File: config.mk
export PLATFORM = sky130hd
export DESIGN_NAME = searchable_record_fifo_flat
export DESIGN_NICKNAME = d
export VERILOG_FILES = /design/src/rtl/srf_pkg.sv /design/src/rtl/srf_if.sv /design/src/rtl/srf_mem.sv /design/src/rtl/srf_obuf.sv /design/src/rtl/srf_ctrl.sv /design/src/rtl/searchable_record_fifo.sv /design/src/flat_wrapper.sv
export SDC_FILE = /design/constraint.sdc
export NUM_CORES = 2
export LEC_CHECK = 0
export BUFFER_PORTS_ARGS = -buffer_cell sky130_fd_sc_hd__buf_2
export CAP_MARGIN = 20
export CELL_PAD_IN_SITES_DETAIL_PLACEMENT = 1
export CELL_PAD_IN_SITES_GLOBAL_PLACEMENT = 1
export CORE_UTILIZATION = 47
export CTS_CLUSTER_SIZE = 8
export DETAILED_ROUTE_END_ITERATION = 6
export PLACE_DENSITY = 0.8
export SLEW_MARGIN = 15
export SYNTH_ARGS = -nofsm -noshare
export SYNTH_HDL_FRONTEND = slang
export SYNTH_SLANG_ARGS = --single-unit
File: constraint.sdc
create_clock -name clk -period 11.71 [get_ports clk]
set_input_delay 1.171 -clock clk [delete_from_list [all_inputs] [get_ports clk]]
set_output_delay 1.171 -clock clk [all_outputs]
set_load 0.02 [all_outputs]
File: src/rtl/srf_pkg.sv
// Shared types and codes for the searchable record FIFO.
// No dependencies; every other file of the block imports this package.
package srf_pkg;

  localparam int DEFAULT_QUEUE_DEPTH = 32;
  localparam int FILL_W = 6;
  localparam int ACT_W  = 3;
  localparam int STAT_W = 2;

  // Action codes
  localparam logic [ACT_W-1:0] ACT_ENQ        = 3'd0;
  localparam logic [ACT_W-1:0] ACT_DEQ        = 3'd1;
  localparam logic [ACT_W-1:0] ACT_FIND_CODE  = 3'd2;
  localparam logic [ACT_W-1:0] ACT_FIND_HOURS = 3'd3;
  localparam logic [ACT_W-1:0] ACT_LIST       = 3'd4;
  localparam logic [ACT_W-1:0] ACT_CLEAR      = 3'd5;

  // Result status codes
  localparam logic [STAT_W-1:0] ST_OK      = 2'd0;
  localparam logic [STAT_W-1:0] ST_EMPTY   = 2'd1;
  localparam logic [STAT_W-1:0] ST_NOMATCH = 2'd2;
  localparam logic [STAT_W-1:0] ST_FULL    = 2'd3;

  typedef struct packed {
    logic signed [31:0] code;
    logic [31:0]        hours;
    logic [31:0]        tag;
  } rec_t;

  typedef struct packed {
    rec_t              rec;
    logic [STAT_W-1:0] status;
    logic              last;
    logic              is_empty;
    logic [FILL_W-1:0] fill_count;
  } res_t;

  typedef struct packed {
    logic valid;
    res_t res;
  } push_t;

endpackage

File: src/rtl/srf_if.sv
// Channel interfaces of the searchable record FIFO: action beats in, result beats out.
// Depends on srf_pkg for field widths.
interface srf_in_if import srf_pkg::*; ();
  logic               valid;
  logic               ready;
  logic [ACT_W-1:0]   action;
  logic signed [31:0] entry_code;
  logic [31:0]        entry_hours;
  logic [31:0]        entry_tag;

  modport source (output valid, action, entry_code, entry_hours, entry_tag, input ready);
  modport sink   (input valid, action, entry_code, entry_hours, entry_tag, output ready);
endinterface

interface srf_out_if import srf_pkg::*; ();
  logic               valid;
  logic               ready;
  logic signed [31:0] out_code;
  logic [31:0]        out_hours;
  logic [31:0]        out_tag;
  logic [STAT_W-1:0]  status;
  logic               last;
  logic               is_empty;
  logic [FILL_W-1:0]  fill_count;

  modport source (output valid, out_code, out_hours, out_tag, status, last, is_empty,
                  fill_count, input ready);
  modport sink   (input valid, out_code, out_hours, out_tag, status, last, is_empty,
                  fill_count, output ready);
endinterface

File: src/rtl/srf_mem.sv
// Record store: one write port, one read port with registered read data.
// Depends on srf_pkg for the record type.
module srf_mem import srf_pkg::*; #(
  parameter int QUEUE_DEPTH = DEFAULT_QUEUE_DEPTH,
  localparam int IDX_W = $clog2(QUEUE_DEPTH)
) (
  input  logic             clk,
  input  logic             wr_en,
  input  logic [IDX_W-1:0] wr_addr,
  input  rec_t             wr_data,
  input  logic             rd_en,
  input  logic [IDX_W-1:0] rd_addr,
  output rec_t             rd_data
);

  rec_t mem [QUEUE_DEPTH];
  rec_t rd_data_r;

  always_ff @(posedge clk) begin
    if (wr_en) begin
      mem[wr_addr] <= wr_data;
    end
  end

  // Read data holds until the next read so a stalled compare keeps its operand
  always_ff @(posedge clk) begin
    if (rd_en) begin
      rd_data_r <= mem[rd_addr];
    end
  end

  assign rd_data = rd_data_r;

endmodule

File: src/rtl/srf_obuf.sv
// Two-entry result buffer between the sequencer and the result channel.
// Depends on srf_pkg and the srf_out_if interface.
module srf_obuf import srf_pkg::*; (
  input  logic      clk,
  input  logic      rst_n,
  input  push_t     push,
  output logic      push_room,
  srf_out_if.source out_ch
);

  res_t       ent_r [2];
  logic       wp_r, rp_r;
  logic [1:0] cnt_r;
  logic       pop;
  res_t       head;

  assign pop       = out_ch.valid && out_ch.ready;
  assign push_room = (cnt_r != 2'd2);

  always_ff @(posedge clk) begin
    if (!rst_n) begin
      wp_r  <= 1'b0;
      rp_r  <= 1'b0;
      cnt_r <= 2'd0;
    end else begin
      if (push.valid) begin
        wp_r <= ~wp_r;
      end
      if (pop) begin
        rp_r <= ~rp_r;
      end
      cnt_r <= cnt_r + {1'b0, push.valid} - {1'b0, pop};
    end
  end

  always_ff @(posedge clk) begin
    if (push.valid) begin
      ent_r[wp_r] <= push.res;
    end
  end

  assign head              = ent_r[rp_r];
  assign out_ch.valid      = (cnt_r != 2'd0);
  assign out_ch.out_code   = head.rec.code;
  assign out_ch.out_hours  = head.rec.hours;
  assign out_ch.out_tag    = head.rec.tag;
  assign out_ch.status     = head.status;
  assign out_ch.last       = head.last;
  assign out_ch.is_empty   = head.is_empty;
  assign out_ch.fill_count = head.fill_count;

endmodule

File: src/rtl/srf_ctrl.sv
// Sequencer: ring pointers, fill count, and the head-to-tail walk for searches and listing.
// Depends on srf_pkg, the srf_in_if interface, and drives srf_mem and srf_obuf.
module srf_ctrl import srf_pkg::*; #(
  parameter int QUEUE_DEPTH = DEFAULT_QUEUE_DEPTH,
  localparam int IDX_W = $clog2(QUEUE_DEPTH),
  localparam int CNT_W = $clog2(QUEUE_DEPTH + 1)
) (
  input  logic             clk,
  input  logic             rst_n,
  srf_in_if.sink           in_ch,
  output logic             wr_en,
  output logic [IDX_W-1:0] wr_addr,
  output rec_t             wr_data,
  output logic             rd_en,
  output logic [IDX_W-1:0] rd_addr,
  input  rec_t             rd_data,
  output push_t            push,
  input  logic             push_room
);

  localparam logic [2:0] S_IDLE = 3'd0;
  localparam logic [2:0] S_DEQ  = 3'd1;
  localparam logic [2:0] S_CMP  = 3'd2;
  localparam logic [2:0] S_FIN  = 3'd3;

  localparam logic [IDX_W-1:0] LAST_IDX = IDX_W'(QUEUE_DEPTH - 1);
  localparam logic [CNT_W-1:0] FULL_CNT = CNT_W'(QUEUE_DEPTH);

  logic [2:0]         state_r, state_nxt;
  logic [IDX_W-1:0]   head_r, head_nxt;
  logic [IDX_W-1:0]   tail_r, tail_nxt;
  logic [CNT_W-1:0]   held_r, held_nxt;
  logic [IDX_W-1:0]   walk_r, walk_nxt;
  logic [CNT_W-1:0]   rem_r, rem_nxt;
  logic [ACT_W-1:0]   act_r, act_nxt;
  logic signed [31:0] key_code_r, key_code_nxt;
  logic [31:0]        key_hours_r, key_hours_nxt;
  rec_t               pend_r, pend_nxt;
  logic               pend_v_r, pend_v_nxt;

  logic               accept;
  logic               hit;
  logic               need_push;
  logic               go;
  logic [IDX_W-1:0]   walk_next_idx;
  rec_t               in_rec;

  function automatic logic [IDX_W-1:0] ring_next(input logic [IDX_W-1:0] i);
    ring_next = (i == LAST_IDX) ? '0 : i + 1'b1;
  endfunction

  assign in_ch.ready = (state_r == S_IDLE) && push_room;
  assign accept      = in_ch.valid && in_ch.ready;

  assign in_rec.code  = in_ch.entry_code;
  assign in_rec.hours = in_ch.entry_hours;
  assign in_rec.tag   = in_ch.entry_tag;

  always_comb begin
    case (act_r)
      ACT_FIND_CODE:  hit = (rd_data.code == key_code_r);
      ACT_FIND_HOURS: hit = (rd_data.hours == key_hours_r);
      default:        hit = 1'b1;
    endcase
  end

  // Only a second hit forces out the held one; otherwise the walk never waits
  assign need_push     = hit && pend_v_r;
  assign go            = !need_push || push_room;
  assign walk_next_idx = ring_next(walk_r);

  always_comb begin
    state_nxt     = state_r;
    head_nxt      = head_r;
    tail_nxt      = tail_r;
    held_nxt      = held_r;
    walk_nxt      = walk_r;
    rem_nxt       = rem_r;
    act_nxt       = act_r;
    key_code_nxt  = key_code_r;
    key_hours_nxt = key_hours_r;
    pend_nxt      = pend_r;
    pend_v_nxt    = pend_v_r;
    wr_en         = 1'b0;
    wr_addr       = tail_r;
    wr_data       = in_rec;
    rd_en         = 1'b0;
    rd_addr       = head_r;
    push          = '0;

    case (state_r)
      S_IDLE: begin
        if (accept) begin
          case (in_ch.action)
            ACT_ENQ: begin
              push.valid = 1'b1;
              push.res.last = 1'b1;
              if (held_r == FULL_CNT) begin
                push.res.status     = ST_FULL;
                push.res.fill_count = FILL_W'(held_r);
              end else begin
                wr_en               = 1'b1;
                tail_nxt            = ring_next(tail_r);
                held_nxt            = held_r + 1'b1;
                push.res.rec        = in_rec;
                push.res.status     = ST_OK;
                push.res.fill_count = FILL_W'(held_nxt);
              end
            end
            ACT_DEQ: begin
              if (held_r == '0) begin
                push.valid         = 1'b1;
                push.res.status    = ST_EMPTY;
                push.res.last      = 1'b1;
                push.res.is_empty  = 1'b1;
              end else begin
                rd_en     = 1'b1;
                head_nxt  = ring_next(head_r);
                held_nxt  = held_r - 1'b1;
                state_nxt = S_DEQ;
              end
            end
            ACT_FIND_CODE, ACT_FIND_HOURS, ACT_LIST: begin
              if (held_r == '0) begin
                push.valid         = 1'b1;
                push.res.status    = ST_EMPTY;
                push.res.last      = 1'b1;
                push.res.is_empty  = 1'b1;
              end else begin
                rd_en         = 1'b1;
                walk_nxt      = head_r;
                rem_nxt       = held_r;
                act_nxt       = in_ch.action;
                key_code_nxt  = in_ch.entry_code;
                key_hours_nxt = in_ch.entry_hours;
                pend_v_nxt    = 1'b0;
                state_nxt     = S_CMP;
              end
            end
            ACT_CLEAR: begin
              head_nxt          = '0;
              tail_nxt          = '0;
              held_nxt          = '0;
              push.valid        = 1'b1;
              push.res.status   = ST_EMPTY;
              push.res.last     = 1'b1;
              push.res.is_empty = 1'b1;
            end
            default: begin
              // unused codes: drop the beat
            end
          endcase
        end
      end

      S_DEQ: begin
        if (push_room) begin
          push.valid          = 1'b1;
          push.res.rec        = rd_data;
          push.res.status     = ST_OK;
          push.res.last       = 1'b1;
          push.res.is_empty   = (held_r == '0);
          push.res.fill_count = FILL_W'(held_r);
          state_nxt           = S_IDLE;
        end
      end

      S_CMP: begin
        if (go) begin
          if (need_push) begin
            push.valid          = 1'b1;
            push.res.rec        = pend_r;
            push.res.status     = ST_OK;
            push.res.is_empty   = (held_r == '0);
            push.res.fill_count = FILL_W'(held_r);
          end
          if (hit) begin
            pend_nxt   = rd_data;
            pend_v_nxt = 1'b1;
          end
          walk_nxt = walk_next_idx;
          rem_nxt  = rem_r - 1'b1;
          if (rem_r == CNT_W'(1)) begin
            state_nxt = S_FIN;
          end else begin
            rd_en   = 1'b1;
            rd_addr = walk_next_idx;
          end
        end
      end

      S_FIN: begin
        if (push_room) begin
          push.valid          = 1'b1;
          push.res.last       = 1'b1;
          push.res.is_empty   = (held_r == '0);
          push.res.fill_count = FILL_W'(held_r);
          if (pend_v_r) begin
            push.res.rec    = pend_r;
            push.res.status = ST_OK;
          end else begin
            push.res.status = ST_NOMATCH;
          end
          state_nxt = S_IDLE;
        end
      end

      default: begin
        state_nxt = S_IDLE;
      end
    endcase
  end

  always_ff @(posedge clk) begin
    if (!rst_n) begin
      state_r  <= S_IDLE;
      head_r   <= '0;
      tail_r   <= '0;
      held_r   <= '0;
      pend_v_r <= 1'b0;
    end else begin
      state_r  <= state_nxt;
      head_r   <= head_nxt;
      tail_r   <= tail_nxt;
      held_r   <= held_nxt;
      pend_v_r <= pend_v_nxt;
    end
  end

  always_ff @(posedge clk) begin
    walk_r      <= walk_nxt;
    rem_r       <= rem_nxt;
    act_r       <= act_nxt;
    key_code_r  <= key_code_nxt;
    key_hours_r <= key_hours_nxt;
    pend_r      <= pend_nxt;
  end

endmodule

File: src/rtl/searchable_record_fifo.sv
// Top level of the searchable record FIFO: ring of records in one memory with search walk.
// Depends on srf_pkg, srf_if, srf_mem, srf_obuf and srf_ctrl.
//
//  channel | direction | beat carries
//  --------+-----------+-------------------------------------------------------------
//  in_ch   | in        | action, entry_code, entry_hours, entry_tag
//  out_ch  | out       | out_code, out_hours, out_tag, status, last, is_empty, fill_count
//
// Enqueue, clear and any action on an empty queue are answered from the idle state; dequeue
// answers from the dequeue state after a registered read. A search or list walks the record store
// one entry per cycle through its single read port, while the result buffer has room.
// Reset clears the ring pointers and count; the record store itself is not cleared.
// A stalled result channel holds the walk once the two-entry result buffer fills.
module searchable_record_fifo import srf_pkg::*; #(
  parameter int QUEUE_DEPTH = DEFAULT_QUEUE_DEPTH
) (
  input  logic      clk,
  input  logic      rst_n,
  srf_in_if.sink    in_ch,
  srf_out_if.source out_ch
);

  localparam int IDX_W = $clog2(QUEUE_DEPTH);

  logic             wr_en;
  logic [IDX_W-1:0] wr_addr;
  rec_t             wr_data;
  logic             rd_en;
  logic [IDX_W-1:0] rd_addr;
  rec_t             rd_data;
  push_t            push;
  logic             push_room;

  srf_ctrl #(.QUEUE_DEPTH(QUEUE_DEPTH)) u_ctrl (
    .clk       (clk),
    .rst_n     (rst_n),
    .in_ch     (in_ch),
    .wr_en     (wr_en),
    .wr_addr   (wr_addr),
    .wr_data   (wr_data),
    .rd_en     (rd_en),
    .rd_addr   (rd_addr),
    .rd_data   (rd_data),
    .push      (push),
    .push_room (push_room)
  );

  srf_mem #(.QUEUE_DEPTH(QUEUE_DEPTH)) u_mem (
    .clk     (clk),
    .wr_en   (wr_en),
    .wr_addr (wr_addr),
    .wr_data (wr_data),
    .rd_en   (rd_en),
    .rd_addr (rd_addr),
    .rd_data (rd_data)
  );

  srf_obuf u_obuf (
    .clk       (clk),
    .rst_n     (rst_n),
    .push      (push),
    .push_room (push_room),
    .out_ch    (out_ch)
  );

  // The sequencer never pushes into a full result buffer
  a_push_room: assert property (@(posedge clk) disable iff (!rst_n)
    push.valid |-> push_room)
    else $error("result pushed with no buffer room");

  // Results without a record carry a zero payload
  a_zero_payload: assert property (@(posedge clk) disable iff (!rst_n)
    out_ch.valid && (out_ch.status != ST_OK) |->
      (out_ch.out_code == '0) && (out_ch.out_hours == '0) && (out_ch.out_tag == '0))
    else $error("non-record result with nonzero payload");

  // A full report is a single result at the full count
  a_full_count: assert property (@(posedge clk) disable iff (!rst_n)
    out_ch.valid && (out_ch.status == ST_FULL) |->
      out_ch.last && (out_ch.fill_count == FILL_W'(QUEUE_DEPTH)))
    else $error("full result with wrong count or last mark");

  // Empty flag and count agree while the count cannot wrap
  a_empty_flag: assert property (@(posedge clk) disable iff (!rst_n)
    out_ch.valid && (QUEUE_DEPTH < 64) |-> (out_ch.is_empty == (out_ch.fill_count == '0)))
    else $error("empty flag disagrees with fill count");

endmodule

File: src/flat_wrapper.sv
// flat-port wrapper written by rule: the top's interface ports become plain ports
module searchable_record_fifo_flat import srf_pkg::*;
#(
  parameter int QUEUE_DEPTH = DEFAULT_QUEUE_DEPTH
)
  (clk, rst_n, in_ch_valid, in_ch_action, in_ch_entry_code, in_ch_entry_hours, in_ch_entry_tag, in_ch_ready, out_ch_valid, out_ch_out_code, out_ch_out_hours, out_ch_out_tag, out_ch_status, out_ch_last, out_ch_is_empty, out_ch_fill_count, out_ch_ready);
  srf_in_if in_ch_i ();
  srf_out_if out_ch_i ();
  input  logic clk;
  input  logic rst_n;
  input wire logic [$bits(in_ch_i.valid)-1:0] in_ch_valid;
  input wire logic [$bits(in_ch_i.action)-1:0] in_ch_action;
  input wire logic [$bits(in_ch_i.entry_code)-1:0] in_ch_entry_code;
  input wire logic [$bits(in_ch_i.entry_hours)-1:0] in_ch_entry_hours;
  input wire logic [$bits(in_ch_i.entry_tag)-1:0] in_ch_entry_tag;
  output wire logic [$bits(in_ch_i.ready)-1:0] in_ch_ready;
  output wire logic [$bits(out_ch_i.valid)-1:0] out_ch_valid;
  output wire logic [$bits(out_ch_i.out_code)-1:0] out_ch_out_code;
  output wire logic [$bits(out_ch_i.out_hours)-1:0] out_ch_out_hours;
  output wire logic [$bits(out_ch_i.out_tag)-1:0] out_ch_out_tag;
  output wire logic [$bits(out_ch_i.status)-1:0] out_ch_status;
  output wire logic [$bits(out_ch_i.last)-1:0] out_ch_last;
  output wire logic [$bits(out_ch_i.is_empty)-1:0] out_ch_is_empty;
  output wire logic [$bits(out_ch_i.fill_count)-1:0] out_ch_fill_count;
  input wire logic [$bits(out_ch_i.ready)-1:0] out_ch_ready;
  assign in_ch_i.valid = in_ch_valid;
  assign in_ch_i.action = in_ch_action;
  assign in_ch_i.entry_code = in_ch_entry_code;
  assign in_ch_i.entry_hours = in_ch_entry_hours;
  assign in_ch_i.entry_tag = in_ch_entry_tag;
  assign in_ch_ready = in_ch_i.ready;
  assign out_ch_valid = out_ch_i.valid;
  assign out_ch_out_code = out_ch_i.out_code;
  assign out_ch_out_hours = out_ch_i.out_hours;
  assign out_ch_out_tag = out_ch_i.out_tag;
  assign out_ch_status = out_ch_i.status;
  assign out_ch_last = out_ch_i.last;
  assign out_ch_is_empty = out_ch_i.is_empty;
  assign out_ch_fill_count = out_ch_i.fill_count;
  assign out_ch_i.ready = out_ch_ready;
  searchable_record_fifo #(.QUEUE_DEPTH(QUEUE_DEPTH)) u_core (.clk(clk), .rst_n(rst_n), .in_ch(in_ch_i), .out_ch(out_ch_i));
endmodule
Word level (Yosys, flattened, before mapping)
Memories as Yosys holds them, arrays and structs flattened. A register that Yosys moved wholly into a read port is not among the register bits.
Index checks and enable logic that the tools add are counted.
{ "op_classes": {"n_addsub": 8, "n_eq_ne": 30, "muxes": 75, "bitwise_logic": 3, "reduce_logical": 26} }
{ "op_table": {"columns": ["op", "count"], "rows": [
  ["99-bit case mux with 4 select lines", 1],
  ["107-bit 2-to-1 mux", 3],
  ["96-bit 2-to-1 mux", 3],
  ["99-bit 2-to-1 mux", 2],
  ["32-bit == test", 2],
  ["5-bit 2-to-1 mux", 12],
  ["6-bit 2-to-1 mux", 7],
  ["5-bit case mux with 2 select lines", 3],
  ["7-bit case mux with 4 select lines", 1],
  ["1-bit 2-to-1 mux", 21],
  ["3-bit 2-to-1 mux", 7],
  ["3-bit by 2-bit == test with 1-bit output, second input constant", 6],
  ["3-bit case mux with 3 select lines", 2],
  ["6-bit case mux with 3 select lines", 1],
  ["2-bit inequality test, second input constant", 8],
  ["4-bit AND reduction", 4],
  ["5-bit by 1-bit adder with 5-bit output, second input constant", 3],
  ["5-bit == test, second input constant", 3],
  ["7-bit 2-to-1 mux", 2],
  ["6-bit case mux with 2 select lines", 1],
  ["6-bit by 1-bit subtractor with 6-bit output, second input constant", 2],
  ["1-bit case mux with 2 select lines", 5],
  ["2-bit nonzero test", 4],
  ["7-bit AND reduction", 1],
  ["26 further kinds", 38]
]} }
{ "totals": {"regBits": 198, "mem_bits_rw": 3284, "in_bits": 103, "output_inout_bits": 108, "wordCells": 160, "memories": 2} }
{ "memory_table": {"columns": ["name", "words", "width", "read_ports", "rd_ports_with_merged_regs", "write_ports", "line", "text"], "rows": [
  ["u_core.u_mem.mem", 32, 96, 1, 1, 1, "srf_mem.sv:16", "rec_t mem [QUEUE_DEPTH];"],
  ["u_core.u_obuf.ent_r", 2, 106, 1, 1, 1, "srf_obuf.sv:11", "res_t ent_r [2];"]
]} }

Longest topological paths before layout
{ "logic_depth": {"depth_word": 9, "mapped_depth": 17, "depth_no_buf": 14} }

Hierarchy
Synthesis repeated with hierarchy kept, for this count alone.
{ "unflattened": {"hier_cells": 6847, "hier_area_um2": 137909.8} }
{ "by_module_without_submodules": {"columns": ["module", "instances", "cells_each", "area_each_um2", "seq_area_each_um2"], "rows": [
  ["srf_mem", 1, 5604, 119453.3, 95131.2],
  ["srf_ctrl", 1, 890, 10407.5, 5605.4],
  ["srf_obuf", 1, 353, 8049.0, 6466.2]
]} }

Worst setup path before layout
OpenSTA, ideal clock, no wires.
{ "synth_path": {"path_type": "input to register", "start": "in in_ch_action[1]", "end": "reg u_core.u_mem.rd_data[0] (netlist name)", "setup_ns": 0.683, "t_arrival_ns": 8.731, "required_ns": 11.027, "path_slack_ns": 2.296, "stages": 4, "path_buffers": 1, "cell_sequence": "clkbuf_1 -> mux2_2 -> and2_1 -> o21ai_0"} }
{ "synth_between": {"elab_chain_cells": 5, "word_cells_on_any_way": 8, "cone_classes": "4 x eq/ne; 3 x mux; 1 x reduce/logical"} }
{ "synth_lines": {"columns": ["item", "line", "text"], "rows": [
  ["start: declaration", "flat_wrapper.sv:12", "input wire logic [$bits(in_ch_i.action)-1:0] in_ch_action;"],
  ["3-bit by 2-bit == test with 1-bit output (tied with other cells)", "srf_ctrl.sv:94", "case (in_ch.action)"],
  ["4-bit OR reduction (no source line) *", null, null],
  ["1-bit 2-to-1 mux *", null, null],
  ["1-bit 2-to-1 mux *", "srf_ctrl.sv:93", "if (accept) begin"],
  ["1-bit case mux with 2 select lines *", "srf_ctrl.sv:91", "case (state_r)"],
  ["via u_core.rd_en", "searchable_record_fifo.sv:28", "logic rd_en;"]
]} }
The timed path passes the listed nets; every way through them passes the cells marked *.
A chain may end at the register's enable or synchronous reset.

Worst setup path after layout
{ "layout_path": {"start": "reg u_core.u_mem.rd_data[44] (netlist name)", "end": "reg u_core.u_mem.rd_data[47] (netlist name)"} }
{ "layout_between": {"elab_chain_cells": 7, "word_cells_on_any_way": 9, "cone_classes": "1 x eq/ne; 5 x mux; 3 x reduce/logical"} }
{ "layout_lines": {"columns": ["item", "line", "text"], "rows": [
  ["32-bit == test *", "srf_ctrl.sv:62", "ACT_FIND_HOURS: hit = (rd_data.hours == key_hours_r);"],
  ["1-bit case mux with 2 select lines *", "srf_ctrl.sv:60", "case (act_r)"],
  ["1-bit logical AND *", "srf_ctrl.sv:68", "assign need_push = hit && pend_v_r;"],
  ["1-bit zero test *", "srf_ctrl.sv:69", "assign go = !need_push || push_room;"],
  ["1-bit logical OR *", "srf_ctrl.sv:69", null],
  ["1-bit 2-to-1 mux or 5-bit 2-to-1 mux (tied branches)", "srf_ctrl.sv:169", "if (go) begin"],
  ["1-bit case mux with 2 select lines or 5-bit 2-to-1 mux (tied branches)", "srf_ctrl.sv:91", null]
]} }
Every way passes the cells marked *; elsewhere a longest branch is shown, timed or not.

==> metrics.txt <==
Non-Filler Instances=13,993; Die Wd=549 um; CP endpoint kind=flip-flop; Buf/Inv on CP=3; Pleak=approximately 54 nW; r2r startpoint=u_core.u_mem.rd_data[44]; Slew HR=0.0989; Mapped Nets=~10,000; Routed Antenna Nets=0; Crit path top cell by count=buf_4; Worst path slowest cell=buf_4; Max-Cap Viols=0; pre-CTS WS=roughly 4.8 ns; crit-path max FO=84; Final Max Slew Viols=0; deepest clock path buffer count=4; hold_ws=0.462 ns; die height=549 um; ys async rst share=0; Finish-stage setup viols=0; Final Skew=~0.10 ns; TritonCTS buffer count=489; reg-to-reg endpoint=u_core.u_mem.rd_data[47]; post-CTS setup buffer count=0; Worst VDD drop=around 0.15 mV; Worst Max-Slew Pin Slew=1.35 ns; FP Rows=200; Worst Hold Launch=u_core.u_mem.rd_data[2]; Nets=approximately 10,000; final hold violations=0; total grt overflow=0; final WL=~500,000 um; outcome=finished, violations left; FF-to-FF path depth=14; vias per std cell=about 6.7; Yosys reg bits=around 3,600; CP cell instances=xnor2_1 -> nand4_1 -> nor4_2 -> a31oi_4 -> and3_4 -> nor3_4 -> buf_4 -> buf_4 -> buf_4 -> mux2i_1 -> o22ai_1 -> nor4_1 -> a21oi_1 -> and3_1; area growth from synthesis to final layout=13.2%; Worst Hold Path EP=u_core.u_ctrl.pend_r[2]; PD cells=slightly below 200 mW/mm^2; CP delay by family, top=simple AND/OR/NAND/NOR gates; commonest non-fill, non-tap cell in the layout=edfxtp_1; clock root buffer=clkbuf_16; hpwl dp=253,000 um; pin count of the biggest net entering global routing=around 170; core area=~0.30 sq mm; placed instance count=between 10,000 and 15,000; CP Launch Type=flip-flop; violated checks=design-rule violations; TritonCTS clock tree=built; number of port buffers=between 200 and 250; first-pass GRT wire length=around 700,000 um; CP Depth=14; FMAX=136 MHz; EDFF count, synth=around 3,600; synthesized area=0.141 sq mm; most frequent cells in the layout=edfxtp_1 (3,554), nand2_1 (2,290), nand3_1 (941); post-layout util=0.535; CP arrival=around 8 ns; DR iter-0 viols=about 15,000; Sink Count=between 3,000 and 4,000; RSZ-0062 raised after global routing=false; routability-driven placement congestion ratio=between 0.8 and 0.9; Worst path max stage delay=between 0.9 and 1 ns; via count=93,437; Worst R2R Setup Slack=around 4.4 ns; Synth Instances=9,671; PnR worst setup slack=between 4 and 5 ns; DR WL/cell=35.0 um; Skew-Pair Late Insertion Delay=just under 1 ns; cts-stage hold buffer count=0; num ports=211; syn avg cell area=around 15 sq um; CP required=12.40 ns; post-cts resize count=0; Setup TNS=0 ns; period utilisation layout=0.627; GRT Total Usage=0.320; crit path kind=flip-flop to flip-flop; Initial DRT Pass Iterations=7; Hold Path Class=flip-flop to flip-flop; vias in the first global route=slightly below 100k; fin crit period=7.34 ns; Clk pin slew, worst setup/hold paths=around 0.05 ns; register area share after synthesis=0.763; unique cell type count in the Yosys netlist=slightly above 70; die area=approximately 0.3 sq mm; Initial Util=0.473; Hold Path Depth=0; Synth Warn #=0; fraction of layout cells with a size suffix above 1=0.115; Most used DFF post-synth=edfxtp_1; initial antenna violation count=67; DRC Markers=18; H-tree levels=5
## metal layers
layer / track usage / vias up / share of wire
li1: - / 36793 / -
met1: 0.399 / 47409 / 0.35
met2: 0.510 / 7587 / 0.47
met3: 0.0842 / 1600 / 0.13
met4: 0.179 / 48 / 0.054
met5: 0 / - / 0.00066
## worst max-delay path by stage
| stage | startpoint | to | slack, ns |
|---|---|---|---|
| after detailed placement | u_core.u_mem.rd_data[44] | u_core.u_mem.rd_data[47] | 4.75 |
| after floorplan | in_ch_action[1] | u_core.u_mem.rd_data[0] | 2.30 |
| after global placement | u_core.u_mem.rd_data[44] | u_core.u_mem.rd_data[47] | 4.89 |
| final | u_core.u_mem.rd_data[44] | u_core.u_mem.rd_data[47] | 4.37 |
| after global routing | u_core.u_mem.rd_data[43] | u_core.u_mem.rd_data[47] | 4.32 |
| after CTS | u_core.u_mem.rd_data[44] | u_core.u_mem.rd_data[47] | 4.60 |
## kinds of logic (layout without fill, tap and decap cells)
group                      Yosys count  count (layout)  synth area share
AOI/OAI and AO/OA                 1127            1127            0.0563
xor gates and xnor gates            76              76           0.00474
adders and majority gates           16              16           0.00142
buffers and inverters              721            1075            0.0226
DFF                               3578            3578             0.763
muxes                              623             623            0.0454
other                                0              29                 0
and+or+nand+nor                   3530            3530             0.107
## final cells by class
class                           instances  area (sq um)
Antenna cell                           29          72.6
Clock inverter                         20           412
Inverter                              106           398
Tap cell                             3939          4930
Clock buffer                          512         12400
Timing Repair Buffer                  437          3080
Multi-Input combinational cell       5372         30600
Sequential cell                      3578        107000
Fill cell                           28178        138000
## where the power goes
| part | internal (mW) | total, mW | switching [mW] |
|---|---|---|---|
| clock | 7.34 | 12.6 | 5.22 |
| sequential | 14.5 | 14.6 | 0.150 |
| combinational | 1.19 | 4.22 | 3.03 |
## per-stage QoR
stage               total power, mW  cell area (sq um)
floorplan                      17.4             141000
global placement               18.7             146000
detailed placement             18.9             146000
CTS                            31.4             159000
global route                   32.0             159000
finish                         31.4             159000
## Yosys cell counts, drive strengths merged, types with 13 or more instances
cell type  instances  area (sq um)
nor3              32           171
o21ai             50           250
nor2b             14          87.6
nand4             15          93.8
o211ai            60           455
a211o             23           201
mux2             111          1250
mux2i            512          5130
a221oi            61           616
nand2           2294          8610
edfxtp          3554        107000
inv              106           398
nor2              86           333
dfxtp             24           480
nor4              36           231
xnor2             67           587
o311a             13           130
ha                16           200
a32oi             80           701
a31oi             45           297
nand3            944          4730
a32o              46           460
o22ai             58           363
a222oi            96           961
buf              349          1780
clkbuf           266           998
and3              48           305
and4              26           228
o211a             17           170
a22oi             71           533
a21oi            446          2230
## state kept, by name (all words and copies together), names as in the netlist, named ones only
signal,flops
u_core.u_mem.mem,3072
u_core.u_obuf.ent_r,212
u_core.u_ctrl.pend_r,96
u_core.u_mem.rd_data,96
u_core.u_ctrl.key_code_r,32
u_core.u_ctrl.key_hours_r,32
u_core.u_ctrl.held_r,6
u_core.u_ctrl.rem_r,6
u_core.u_ctrl.head_r,5
u_core.u_ctrl.walk_r,5
u_core.u_ctrl.wr_addr,5
u_core.u_ctrl.act_r,3
u_core.u_ctrl.state_r,2
u_core.u_obuf.cnt_r,2
u_core.u_ctrl.pend_v_r,1
u_core.u_obuf.rp_r,1
u_core.u_obuf.wp_r,1
## worst reg2reg max path, cell delays in order, from the launching register on
cell      delay [ns]
edfxtp_1        0.48
xnor2_1         0.83
nand4_1         0.63
nor4_2          0.48
a31oi_4         0.25
and3_4          0.25
nor3_4          0.54
buf_4           0.74
buf_4           0.73
buf_4           0.98
mux2i_1         0.35
o22ai_1         0.14
nor4_1          0.38
a21oi_1         0.10
and3_1          0.23
No activity file was read; power rests on OpenSTA's default activity.
